`src/design/websocket_text_frame_deframer_assert.svh`:
```
// assertion macros shared by the deframer modules
// expects clk and arst_n in the scope of each use
`ifndef WEBSOCKET_TEXT_FRAME_DEFRAMER_ASSERT_SVH
`define WEBSOCKET_TEXT_FRAME_DEFRAMER_ASSERT_SVH

// same-cycle implication, disabled while in reset
`define WTFD_ASSERT_NOW(lbl, ante, cons, msg) \
	lbl: assert property (@(posedge clk) disable iff (!arst_n) (ante) |-> (cons)) \
		else $error(msg);

// next-cycle implication, disabled while in reset
`define WTFD_ASSERT_NEXT(lbl, ante, cons, msg) \
	lbl: assert property (@(posedge clk) disable iff (!arst_n) (ante) |=> (cons)) \
		else $error(msg);

`endif

```
`src/design/wtfd_pkg.sv`:
```
// shared types and constants for the websocket text frame deframer
// no dependencies
`timescale 1ns / 1ps

package wtfd_pkg;

	localparam int PHASE_W  = 3;
	localparam int STATUS_W = 3;
	localparam int LEN_W    = 16;
	localparam int KEY_W    = 32;

	// parse phases
	localparam logic [PHASE_W-1:0] PH_HDR0    = 3'd0;
	localparam logic [PHASE_W-1:0] PH_HDR1    = 3'd1;
	localparam logic [PHASE_W-1:0] PH_LENHI   = 3'd2;
	localparam logic [PHASE_W-1:0] PH_LENLO   = 3'd3;
	localparam logic [PHASE_W-1:0] PH_KEY     = 3'd4;
	localparam logic [PHASE_W-1:0] PH_PAYLOAD = 3'd5;
	localparam logic [PHASE_W-1:0] PH_DONE    = 3'd6;
	localparam logic [PHASE_W-1:0] PH_SKIP    = 3'd7;

	// frame status codes
	localparam logic [STATUS_W-1:0] ST_OK        = 3'd0;
	localparam logic [STATUS_W-1:0] ST_NOT_TEXT  = 3'd1;
	localparam logic [STATUS_W-1:0] ST_LEN64     = 3'd2;
	localparam logic [STATUS_W-1:0] ST_UNMASKED  = 3'd3;
	localparam logic [STATUS_W-1:0] ST_TRUNCATED = 3'd4;

	// header field constants
	localparam logic [7:0] FIN_BIT     = 8'h80;
	localparam logic [7:0] OPCODE_MASK = 8'h0f;
	localparam logic [3:0] OPCODE_TEXT = 4'h1;
	localparam logic [6:0] LEN_EXT16   = 7'd126;
	localparam logic [6:0] LEN_EXT64   = 7'd127;
	localparam logic [LEN_W-1:0] KEY_BYTES = 16'd4;

	// one result item
	typedef struct packed {
		logic [7:0]          data;
		logic                valid;
		logic                frame_end;
		logic [STATUS_W-1:0] status;
	} res_t;

endpackage

```
`src/design/websocket_text_frame_deframer.sv`:
```
// A byte accepted into the input register passes through the parser logic into the
// result register and transfers out from there. Throughput: one byte per cycle
// while out_stall is low; an input register and a result register with the parser
// logic between them, state updated as each byte moves on.
// Reset: arst_n clears the parse state and both valid flags at once.
// Depends on wtfd_pkg, wtfd_parser and the deframer assertion macros.
`timescale 1ns / 1ps
`include "websocket_text_frame_deframer_assert.svh"

module websocket_text_frame_deframer import wtfd_pkg::*; (
	input  logic                clk,
	input  logic                arst_n,
	input  logic                in_valid,
	output logic                in_stall,
	input  logic [7:0]          rx_byte,
	input  logic                buffer_end,
	output logic                out_valid,
	input  logic                out_stall,
	output logic [7:0]          payload_byte,
	output logic                byte_valid,
	output logic                frame_end,
	output logic [STATUS_W-1:0] status
);

	logic       valid_s1;
	logic [7:0] byte_s1;
	logic       end_s1;
	logic       advance;
	res_t       res;
	res_t       res_q;
	logic       out_valid_q;

	// result register free or draining this cycle
	assign advance  = !out_valid_q || !out_stall;
	assign in_stall = valid_s1 && !advance;

	// input register
	always_ff @(posedge clk or negedge arst_n) begin
		if (!arst_n) begin
			valid_s1 <= 1'b0;
		end else if (!in_stall) begin
			valid_s1 <= in_valid;
		end
	end

	always_ff @(posedge clk) begin
		if (!in_stall) begin
			byte_s1 <= rx_byte;
			end_s1  <= buffer_end;
		end
	end

	wtfd_parser u_parser (
		.clk     (clk),
		.arst_n  (arst_n),
		.step    (valid_s1 && advance),
		.rx_byte (byte_s1),
		.last    (end_s1),
		.res     (res)
	);

	// result register
	always_ff @(posedge clk or negedge arst_n) begin
		if (!arst_n) begin
			out_valid_q <= 1'b0;
		end else if (advance) begin
			out_valid_q <= valid_s1;
		end
	end

	always_ff @(posedge clk) begin
		if (advance) begin
			res_q <= res;
		end
	end

	assign out_valid    = out_valid_q;
	assign payload_byte = res_q.data;
	assign byte_valid   = res_q.valid;
	assign frame_end    = res_q.frame_end;
	assign status       = res_q.status;

	// stall only while a byte waits behind a held result
	`WTFD_ASSERT_NOW(a_stall_cause, in_stall, valid_s1 && out_valid_q && out_stall,
		"input stalled without a blocked transfer")
	// status is zero away from the buffer end
	`WTFD_ASSERT_NOW(a_status_quiet, out_valid_q && !res_q.frame_end, res_q.status == ST_OK,
		"status set before buffer end")
	// no data byte without byte_valid
	`WTFD_ASSERT_NOW(a_data_zero, out_valid_q && !res_q.valid, res_q.data == 8'd0,
		"data present without byte_valid")

endmodule

```
`src/design/wtfd_parser.sv`:
```
// frame header parser and payload unmasker for one byte per step
// depends on wtfd_pkg and the deframer assertion macros
`timescale 1ns / 1ps
`include "websocket_text_frame_deframer_assert.svh"

module wtfd_parser import wtfd_pkg::*; (
	input  logic       clk,
	input  logic       arst_n,
	input  logic       step,
	input  logic [7:0] rx_byte,
	input  logic       last,
	output res_t       res
);

	logic [PHASE_W-1:0]  phase_q, phase_d;
	logic [LEN_W-1:0]    len_q, len_d;
	logic [KEY_W-1:0]    key_q, key_d;
	logic [LEN_W-1:0]    idx_q, idx_d;
	logic [STATUS_W-1:0] err_q, err_d;
	logic [LEN_W-1:0]    idx_inc;
	logic [6:0]          len7;
	logic                short_buf;
	logic [7:0]          key_byte;

	assign idx_inc = idx_q + 16'd1;
	assign len7    = rx_byte[6:0];

	// key byte for the current payload position, first key byte on top
	always_comb begin
		unique case (idx_q[1:0])
			2'd0: key_byte = key_q[31:24];
			2'd1: key_byte = key_q[23:16];
			2'd2: key_byte = key_q[15:8];
			default: key_byte = key_q[7:0];
		endcase
	end

	// next state and result for the byte in hand
	always_comb begin
		phase_d   = phase_q;
		len_d     = len_q;
		key_d     = key_q;
		idx_d     = idx_q;
		err_d     = err_q;
		short_buf = 1'b0;
		res       = '0;

		unique case (phase_q)
			PH_HDR0: begin
				if (last) begin
					short_buf = 1'b1;
				end else if ((rx_byte & FIN_BIT) == 8'd0 ||
						(rx_byte & OPCODE_MASK) != {4'd0, OPCODE_TEXT}) begin
					err_d   = ST_NOT_TEXT;
					phase_d = PH_SKIP;
				end else begin
					phase_d = PH_HDR1;
				end
			end
			PH_HDR1: begin
				if (len7 == LEN_EXT64) begin
					err_d   = ST_LEN64;
					phase_d = PH_SKIP;
				end else if (!rx_byte[7]) begin
					err_d   = ST_UNMASKED;
					phase_d = PH_SKIP;
				end else if (len7 == LEN_EXT16) begin
					phase_d = PH_LENHI;
				end else begin
					len_d   = {9'd0, len7};
					idx_d   = '0;
					phase_d = PH_KEY;
				end
			end
			PH_LENHI: begin
				len_d   = {rx_byte, 8'd0};
				phase_d = PH_LENLO;
			end
			PH_LENLO: begin
				len_d   = {len_q[15:8], rx_byte};
				idx_d   = '0;
				phase_d = PH_KEY;
			end
			PH_KEY: begin
				key_d = {key_q[23:0], rx_byte};
				idx_d = idx_inc;
				if (idx_inc >= KEY_BYTES) begin
					idx_d   = '0;
					phase_d = (len_q == '0) ? PH_DONE : PH_PAYLOAD;
				end
			end
			PH_PAYLOAD: begin
				res.data  = rx_byte ^ key_byte;
				res.valid = 1'b1;
				idx_d     = idx_inc;
				if (idx_inc >= len_q) begin
					phase_d = PH_DONE;
				end
			end
			default: begin
			end
		endcase

		// buffer end: report status and start over
		res.frame_end = last;
		if (last) begin
			priority if (short_buf) begin
				res.status = ST_TRUNCATED;
			end else if (err_d != ST_OK) begin
				res.status = err_d;
			end else if (phase_d == PH_DONE) begin
				res.status = ST_OK;
			end else begin
				res.status = ST_TRUNCATED;
			end
			phase_d = PH_HDR0;
			len_d   = '0;
			key_d   = '0;
			idx_d   = '0;
			err_d   = ST_OK;
		end
	end

	// parse state registers
	always_ff @(posedge clk or negedge arst_n) begin
		if (!arst_n) begin
			phase_q <= PH_HDR0;
			len_q   <= '0;
			key_q   <= '0;
			idx_q   <= '0;
			err_q   <= ST_OK;
		end else if (step) begin
			phase_q <= phase_d;
			len_q   <= len_d;
			key_q   <= key_d;
			idx_q   <= idx_d;
			err_q   <= err_d;
		end
	end

	// error code and skip phase go together
	`WTFD_ASSERT_NOW(a_skip_has_err, phase_q == PH_SKIP, err_q != ST_OK, "skip without error")
	`WTFD_ASSERT_NOW(a_err_in_skip, err_q != ST_OK, phase_q == PH_SKIP, "error outside skip")
	// last byte always returns parser to the first header byte
	`WTFD_ASSERT_NEXT(a_last_clears, step && last, phase_q == PH_HDR0 && err_q == ST_OK,
		"state not cleared after buffer end")

endmodule

```
`config.mk`:
```
export PLATFORM = sky130hd
export DESIGN_NAME = websocket_text_frame_deframer
export DESIGN_NICKNAME = d
export VERILOG_FILES = /design/src/design/wtfd_pkg.sv /design/src/design/websocket_text_frame_deframer.sv /design/src/design/wtfd_parser.sv
export VERILOG_INCLUDE_DIRS = /design/src /design/src/design
export SDC_FILE = /design/constraint.sdc
export NUM_CORES = 1
export LEC_CHECK = 0
export BUFFER_PORTS_ARGS = -buffer_cell sky130_fd_sc_hd__buf_2
export CAP_MARGIN = 20
export CORE_AREA = 2 2 116 118
export CTS_BUF_LIST = sky130_fd_sc_hd__clkbuf_4
export DETAILED_ROUTE_END_ITERATION = 16
export DIE_AREA = 0 0 118 120
export SYNTH_ARGS = -nofsm -noshare
export SYNTH_HDL_FRONTEND = slang
export SYNTH_SLANG_ARGS = --single-unit
```
`constraint.sdc`:
```
create_clock -name clk -period 6.1 [get_ports clk]
set_input_delay 1.22 -clock clk [delete_from_list [all_inputs] [get_ports clk]]
set_output_delay 1.22 -clock clk [all_outputs]
set_load 0.02 [all_outputs]
```
==> out/metrics.cfg, run 1 <==
[outcome]
status = completed

[clocking]
cts_max_path_buffers = 2
cts_setup_buffers = 0
cts_resized = 0
numCtsBuffers = 9
cts.sinks = 94
clock_latency_ns = 0.46
cts_hold_buf = 0
h-tree-depth = 3
path_clk_slew_ns = 0.15
cts_tree = done
cts_root_buf = clkbuf_4

[drt]
drc_errors = 0
vias_per_cell = 5.634
wl_per_cell_um = 17.26
first_pass_iters = 7
drtIter0Drc = 244
antenna_left = 0
finalWirelength_um = 12060
num_vias = 3938

[synthesis]
yosys_warnings = 0
synth_seq_area_share_pct = 48.64
synthFlopType = dfrtp_1
ys_types = 67
mappedNetlistArea_um2 = 5062
synth_seq_cells = 94
synth_cells = 509
synth_enable_flop_cells = 22
syn_avg_cell_area_um2 = 9.946
syn_nets = 542
async_flop_share_pct = 76.60

[sta]
layout_setup_ws_ns = 2.452
slew_violations = 0
max_freq_mhz = 274.1
timing.final.hold_violations = 0
period_minus_slack_ns = 3.648
worst_slew_pin_slew_ns = 0.9901
fin_skew_ns = 0.02576
setup_viol = 0
maxSlewHeadroom_pct = 33.55
rsz0062_at_grt = false
period_share_pct = 59.81
setup_tns_ns = 0

[worst_setup_path]
reg2reg_from = u_parser.idx_q[0]$_DFFE_PN0P_
r2r_slack_ns = 2.45
cp-end-kind = flip-flop
cp.arrival_ns = 4.01
cp-start-kind = flip-flop
critical_path_required_ns = 6.46
rr_worst_depth = 8
r2r-end = u_parser.idx_q[13]$_DFFE_PN0P_
critical_path.max_fanout = 18
critPathKind = reg -> reg

[pwr]
power_w = 0.001701
combPwrFrac_pct = 29.2
ir_drop_v = 0.0001942
swShare_pct = 37.60
p_int_w = 0.001062
leakage_nw = 2.376
power_frac_clock_pct = 20.6
powerDensity_nw_per_um2 = 310.5
switching_power_w = 0.0006398
seqPwrFrac_pct = 50.2

[worst_hold_path]
hold_class = reg -> reg
hp-start = u_parser.idx_q[15]$_DFFE_PN0P_
min_to = u_parser.idx_q[15]$_DFFE_PN0P_
holdPathStages = 1

[flow_run]
max-cap-violations = 0

[cells_and_area]
fillers = 1267
diodes = 0
fin_util_pct = 42.21
instances_no_fill = 699
layout-drive-gt1-share_pct = 12.05
fin_nets = 551
area_growth_syn_to_layout_pct = 8.230

[grt]
grtUsageTotal_pct = 17.69
grt_first_pass_wirelength_um = 19880
grt_max_degree = 73
antenna_found_initial = 0
grt_pass1_vias = 3753
overflow = 0

[die]
core-area_um2 = 12980
dieArea_um2 = 14160
die_x_um = 118
die_h_um = 120
num_rows = 42
io_pins = 28
initial_core_util_pct = 39.00

[placed_design]
placed_cells = 683
pre_cts_slack_ns = 2.360
io_buffers = 27
place_congestion = 0.8689
hpwlAfterDp_um = 8363

synth_stat cells (3+ instances only):
| library cell | number | share of area [%] |
|---|---|---|
| clkbuf_1 | 27 | 2.0 |
| and2_1 | 3 | 0.37 |
| nor2b_1 | 3 | 0.37 |
| xor2_1 | 7 | 1.2 |
| xnor2_1 | 13 | 2.2 |
| nand2b_1 | 3 | 0.37 |
| ha_1 | 20 | 4.9 |
| nand4_1 | 8 | 0.99 |
| o211ai_1 | 5 | 0.74 |
| a31oi_1 | 14 | 1.7 |
| a21o_1 | 5 | 0.74 |
| inv_1 | 32 | 2.4 |
| a21oi_1 | 15 | 1.5 |
| nand3_1 | 10 | 0.99 |
| nor3_1 | 6 | 0.59 |
| nor2_1 | 27 | 2.0 |
| a22o_1 | 32 | 5.5 |
| edfxtp_1 | 22 | 13 |
| a222oi_1 | 8 | 1.6 |
| o21ai_1 | 8 | 0.79 |
| buf_2 | 3 | 0.30 |
| nand2_1 | 64 | 4.7 |
| o21ai_0 | 35 | 3.5 |
| or2_2 | 3 | 0.37 |
| nor3b_1 | 3 | 0.44 |
| dfrtp_1 | 72 | 36 |
| nor4_1 | 5 | 0.62 |
| a32o_1 | 5 | 0.99 |
| o31ai_1 | 3 | 0.44 |
| nand3b_1 | 3 | 0.44 |
registers in the layout, indices dropped and copies added (netlist names):
register / cells
byte_valid: 1
frame_end: 1
end_s1: 1
payload_byte: 8
byte_s1: 8
valid_s1: 1
u_parser.key_q: 32
u_parser.idx_q: 16
status: 3
u_parser.phase_q: 3
u_parser.err_q: 3
out_valid: 1
u_parser.len_q: 16
cell usage in the layout (no fill, tap or decap), drive strengths merged, types with 3 or more instances in the layout:
cell,n
nand2b,3
nor2,27
a21oi,15
o21ai,43
o211ai,5
ha,20
xnor2,13
nor2b,3
and2,3
clkinv,5
dfrtp,72
nand4,9
nor4,7
nand2,64
o31ai,4
a32o,5
edfxtp,22
a222oi,8
nor3b,3
a22o,32
inv,32
buf,31
xor2,7
clkbuf,11
nor3,6
a21o,5
nand3b,3
a31oi,14
or2,4
nand3,12
worst max path at each step:
stage,startpoint,endpoint,slack [ns],cells after the start
detailed placement,out_stall,u_parser.len_q[10]$_DFFE_PN0P_,2.36,6
floorplan,out_stall,u_parser.idx_q[6]$_DFFE_PN0P_,2.98,8
global placement,out_stall,u_parser.key_q[18]$_DFFE_PN0P_,2.27,6
finish,u_parser.idx_q[0]$_DFFE_PN0P_,u_parser.idx_q[13]$_DFFE_PN0P_,2.45,8
global route,u_parser.idx_q[0]$_DFFE_PN0P_,status[2]$_SDFFCE_PN0N_,2.15,13
CTS,u_parser.idx_q[0]$_DFFE_PN0P_,u_parser.idx_q[13]$_DFFE_PN0P_,2.50,8
layout make-up:
cell class | count | area [um2] | share of cell area [%]
sequential | 94 | 2462 | 44.94
multi-input combinational | 349 | 2344 | 42.77
tap | 176 | 220.2 | 4.019
timing repair buffer | 31 | 185.2 | 3.380
inverter | 33 | 123.9 | 2.261
clock buffer | 11 | 82.58 | 1.507
clock inverter | 5 | 61.31 | 1.119
metrics by stage:
stage | hold slack, ns | instance area [um2]
floorplan | 0.4244 | 5062
global placement | 0.4798 | 5308
detailed placement | 0.4915 | 5335
CTS | 0.5211 | 5479
global route | 0.5379 | 5479
finish | 0.5125 | 5479
power groups by stage:
| stage | Sequential, W | Clock, W | Combinational [W] |
|---|---|---|---|
| global placement | 0.000863 | 0 | 0.000478 |
| CTS | 0.000851 | 0.000361 | 0.000497 |
| detailed placement | 0.000864 | 0 | 0.000494 |
| floorplan | 0.000832 | 0 | 0.000365 |
| global route | 0.000868 | 0.000386 | 0.000558 |
| finish | 0.000855 | 0.000350 | 0.000497 |
per-layer routing:
metal / vias up / track usage (%) / share of wire (%)
li1: 1885 / - / -
met3: 24 / 2.852 / 5.2
met1: 1900 / 24.69 / 47
met2: 129 / 28.05 / 46
met4: 0 / 6.099 / 2.2
met5: - / 0 / 0
critical path, stage by stage (launching register included):
cell and delay, ns:
dfrtp_1 0.57, ha_1 0.30, nand2_1 0.22, nor3_1 0.48
mux2_2 0.40, o32a_1 0.35, o31ai_4 0.72, nand2_1 0.31
o21ai_1 0.21
cell families after synthesis:
| group | share of synthesized area, % |
|---|---|
| AO/OA/AOI/OAI | 21.40 |
| multiplexers | 0.6179 |
| buffers and inverters | 5.190 |
| flip-flops | 48.64 |
| XOR/XNOR | 3.905 |
| AND/OR/NAND/NOR | 15.30 |
| adder cells (fa/ha/maj) | 4.943 |
(Power assumes the default switching activity.)
==> run 2: changes to the inputs <==
clock period = 3.6 ns   (was 6.1 ns; I/O delays follow)
==> run 2 against run 1 <==
- design area is 0.18% higher
- non-clock buffer count is 7 higher
- count of clock-buffer cells in the layout is 2 lower
- worst hold slack worse by 0.33 ns
- first-iteration DRC count is 15% higher
- combinational power is 78% higher
- sequential cell count stayed put
- critical path depth is 3 higher
- via count is 1.2% higher
- largest cell class unchanged
- largest power group unchanged
==> out/metrics.cfg, run 2 (synthesis results as in run 1) <==
[pwr]
powerDensity_nw_per_um2 = 513.2
power_w = 0.002817
ir_drop_v = 0.0002749
leakage_nw = 2.389

[cells_and_area]
fillers = 1287
mostFrequentLayoutCell = dfrtp_1
top_regs = u_parser.key_q x32, u_parser.idx_q x16, u_parser.len_q x16
fin_nets = 558
largest_reg_flops = 32
final_cell_mix = 72 x dfrtp_1, 63 x nand2_1, 35 x o21ai_0, 32 x inv_1, 32 x a22o_1
layout-drive-gt1-share_pct = 13.21
area_growth_syn_to_layout_pct = 8.428
design_area_um2 = 5489
instances_no_fill = 707
regMostFlops = u_parser.key_q

[clocking]
cts_max_path_buffers = 2
clock_latency_ns = 0.47
cts.sinks = 94
path_clk_slew_ns = 0.15
h-tree-depth = 3
cts_tree = done
cts_root_buf = clkbuf_4
cts_hold_buf = 0
numCtsBuffers = 9

[drt]
wl_per_cell_um = 16.94
first_pass_iters = 5
antenna_left = 0
finalWirelength_um = 11980
vias_per_cell = 5.639
drc_errors = 0
drtIter0Drc = 281
num_vias = 3987

[worst_setup_path]
r2r_slack_ns = 0.32
slowest_stage = dfrtp_1
critPathMaxStageDelay_ns = 0.58
path_cells = nand4_4, nor4_2, xnor2_1, inv_1, ha_1, and4_1, o211ai_1, o311ai_1, a21o_1, o311a_1, o211ai_1
rr_worst_depth = 11
r2r-end = status[2]$_SDFFCE_PN0N_
cp.arrival_ns = 3.51
critPathKind = reg -> reg
critical_path_required_ns = 3.83
critical_path.max_fanout = 10
reg2reg_from = u_parser.idx_q[3]$_DFFE_PN0P_
path_common_cell = o211ai_1
cp-end-kind = flip-flop
cp-start-kind = flip-flop

[grt]
met1_usage_pct = 23.66
overflow = 0
grt_pass1_vias = 3965
antenna_found_initial = 1
grt_max_degree = 34
grtUsageMet3_pct = 2.376
met2_usage_pct = 28.16
grtUsageTotal_pct = 17.74
busiest_layer = met2
grt_first_pass_wirelength_um = 19930

[outcome]
status = completed

[worst_hold_path]
hold_class = in -> async

[sta]
worst_slew_pin_slew_ns = 0.9831
setup_tns_ns = 0
slew_violations = 0
period_minus_slack_ns = 3.278
setup_viol = 0
timing.final.hold_violations = 0
fin_skew_ns = 0.01109
max_freq_mhz = 305.0
period_share_pct = 91.07
rsz0062_at_grt = false
maxSlewHeadroom_pct = 34.32

[die]
initial_core_util_pct = 39.00
dieArea_um2 = 14160
core-area_um2 = 12980
num_rows = 42
io_pins = 28
die_x_um = 118
die_h_um = 120

[placed_design]
hpwlAfterDp_um = 8571
placed_cells = 690
place_area_um2 = 5368
io_buffers = 27
place_congestion = 0.8665

[flow_run]
max-cap-violations = 0

-- run 2: final cells by class --
class / count / area [um2] / share of cell area, %
clock buffers: 9 / 67.56 / 1.231
diodes: 1 / 2.502 / 0.04559
flip-flops and latches: 94 / 2462 / 44.86
clock inverters: 7 / 48.80 / 0.8890
inverters: 33 / 123.9 / 2.257
repair buffers: 38 / 217.7 / 3.966
multi-input cells: 349 / 2346 / 42.74
well taps: 176 / 220.2 / 4.012
-- run 2: repair_timing --
item	in CTS	in global routing
setup buffers	0	0
resized for setup	0	1
endpoints found under the setup margin	0	1
-- run 2: per-layer routing --
metal / up-vias / wire length, um
met2: 108 / 5773
li1: 1900 / -
met1: 1953 / 5486
met3: 26 / 369
met5: - / 0
met4: 0 / 346
-- run 2: how the worst max path moves through the flow --
stage,start,end,slack [ns],cells after the start
detailed placement,u_parser.idx_q[0]$_DFFE_PN0P_,status[2]$_SDFFCE_PN0N_,0.35,13
floorplan,u_parser.idx_q[0]$_DFFE_PN0P_,status[2]$_SDFFCE_PN0N_,0.59,13
finish,u_parser.idx_q[3]$_DFFE_PN0P_,status[2]$_SDFFCE_PN0N_,0.32,11
CTS,u_parser.idx_q[1]$_DFFE_PN0P_,status[2]$_SDFFCE_PN0N_,0.34,13
global placement,u_parser.idx_q[0]$_DFFE_PN0P_,status[2]$_SDFFCE_PN0N_,0.48,13
global route,u_parser.idx_q[1]$_DFFE_PN0P_,status[2]$_SDFFCE_PN0N_,0.07,13
-- run 2: stage by stage --
step	hold slack, ns	setup slack [ns]	util, %
final	0.1854	0.3216	42.29
after global placement	0.4847	0.4767	41.35
after global routing	0.2042	0.07473	42.29
after CTS	0.1810	0.3368	42.25
after detailed placement	0.4940	0.3493	41.35
after floorplan	0.4244	0.5911	-
-- run 2: critical path, delay by kind of cell (launching register included) --
| kind | cells | cell delay [ns] |
|---|---|---|
| xor+xnor | 1 | 0.23 |
| simple gates | 3 | 0.84 |
| flops | 1 | 0.58 |
| compound gates | 5 | 1.00 |
| fa+ha+maj | 1 | 0.30 |
| buf+inv | 1 | 0.09 |
-- run 2: report_power, final --
part	internal, W	leakage [nW]	total [W]	switching (W)
clock	0.000143	0.0639	0.000523	0.000380
sequential	0.00126	1.21	0.00141	0.000155
combinational	0.000324	1.11	0.000884	0.000560
total	0.00172	2.39	0.00282	0.00109
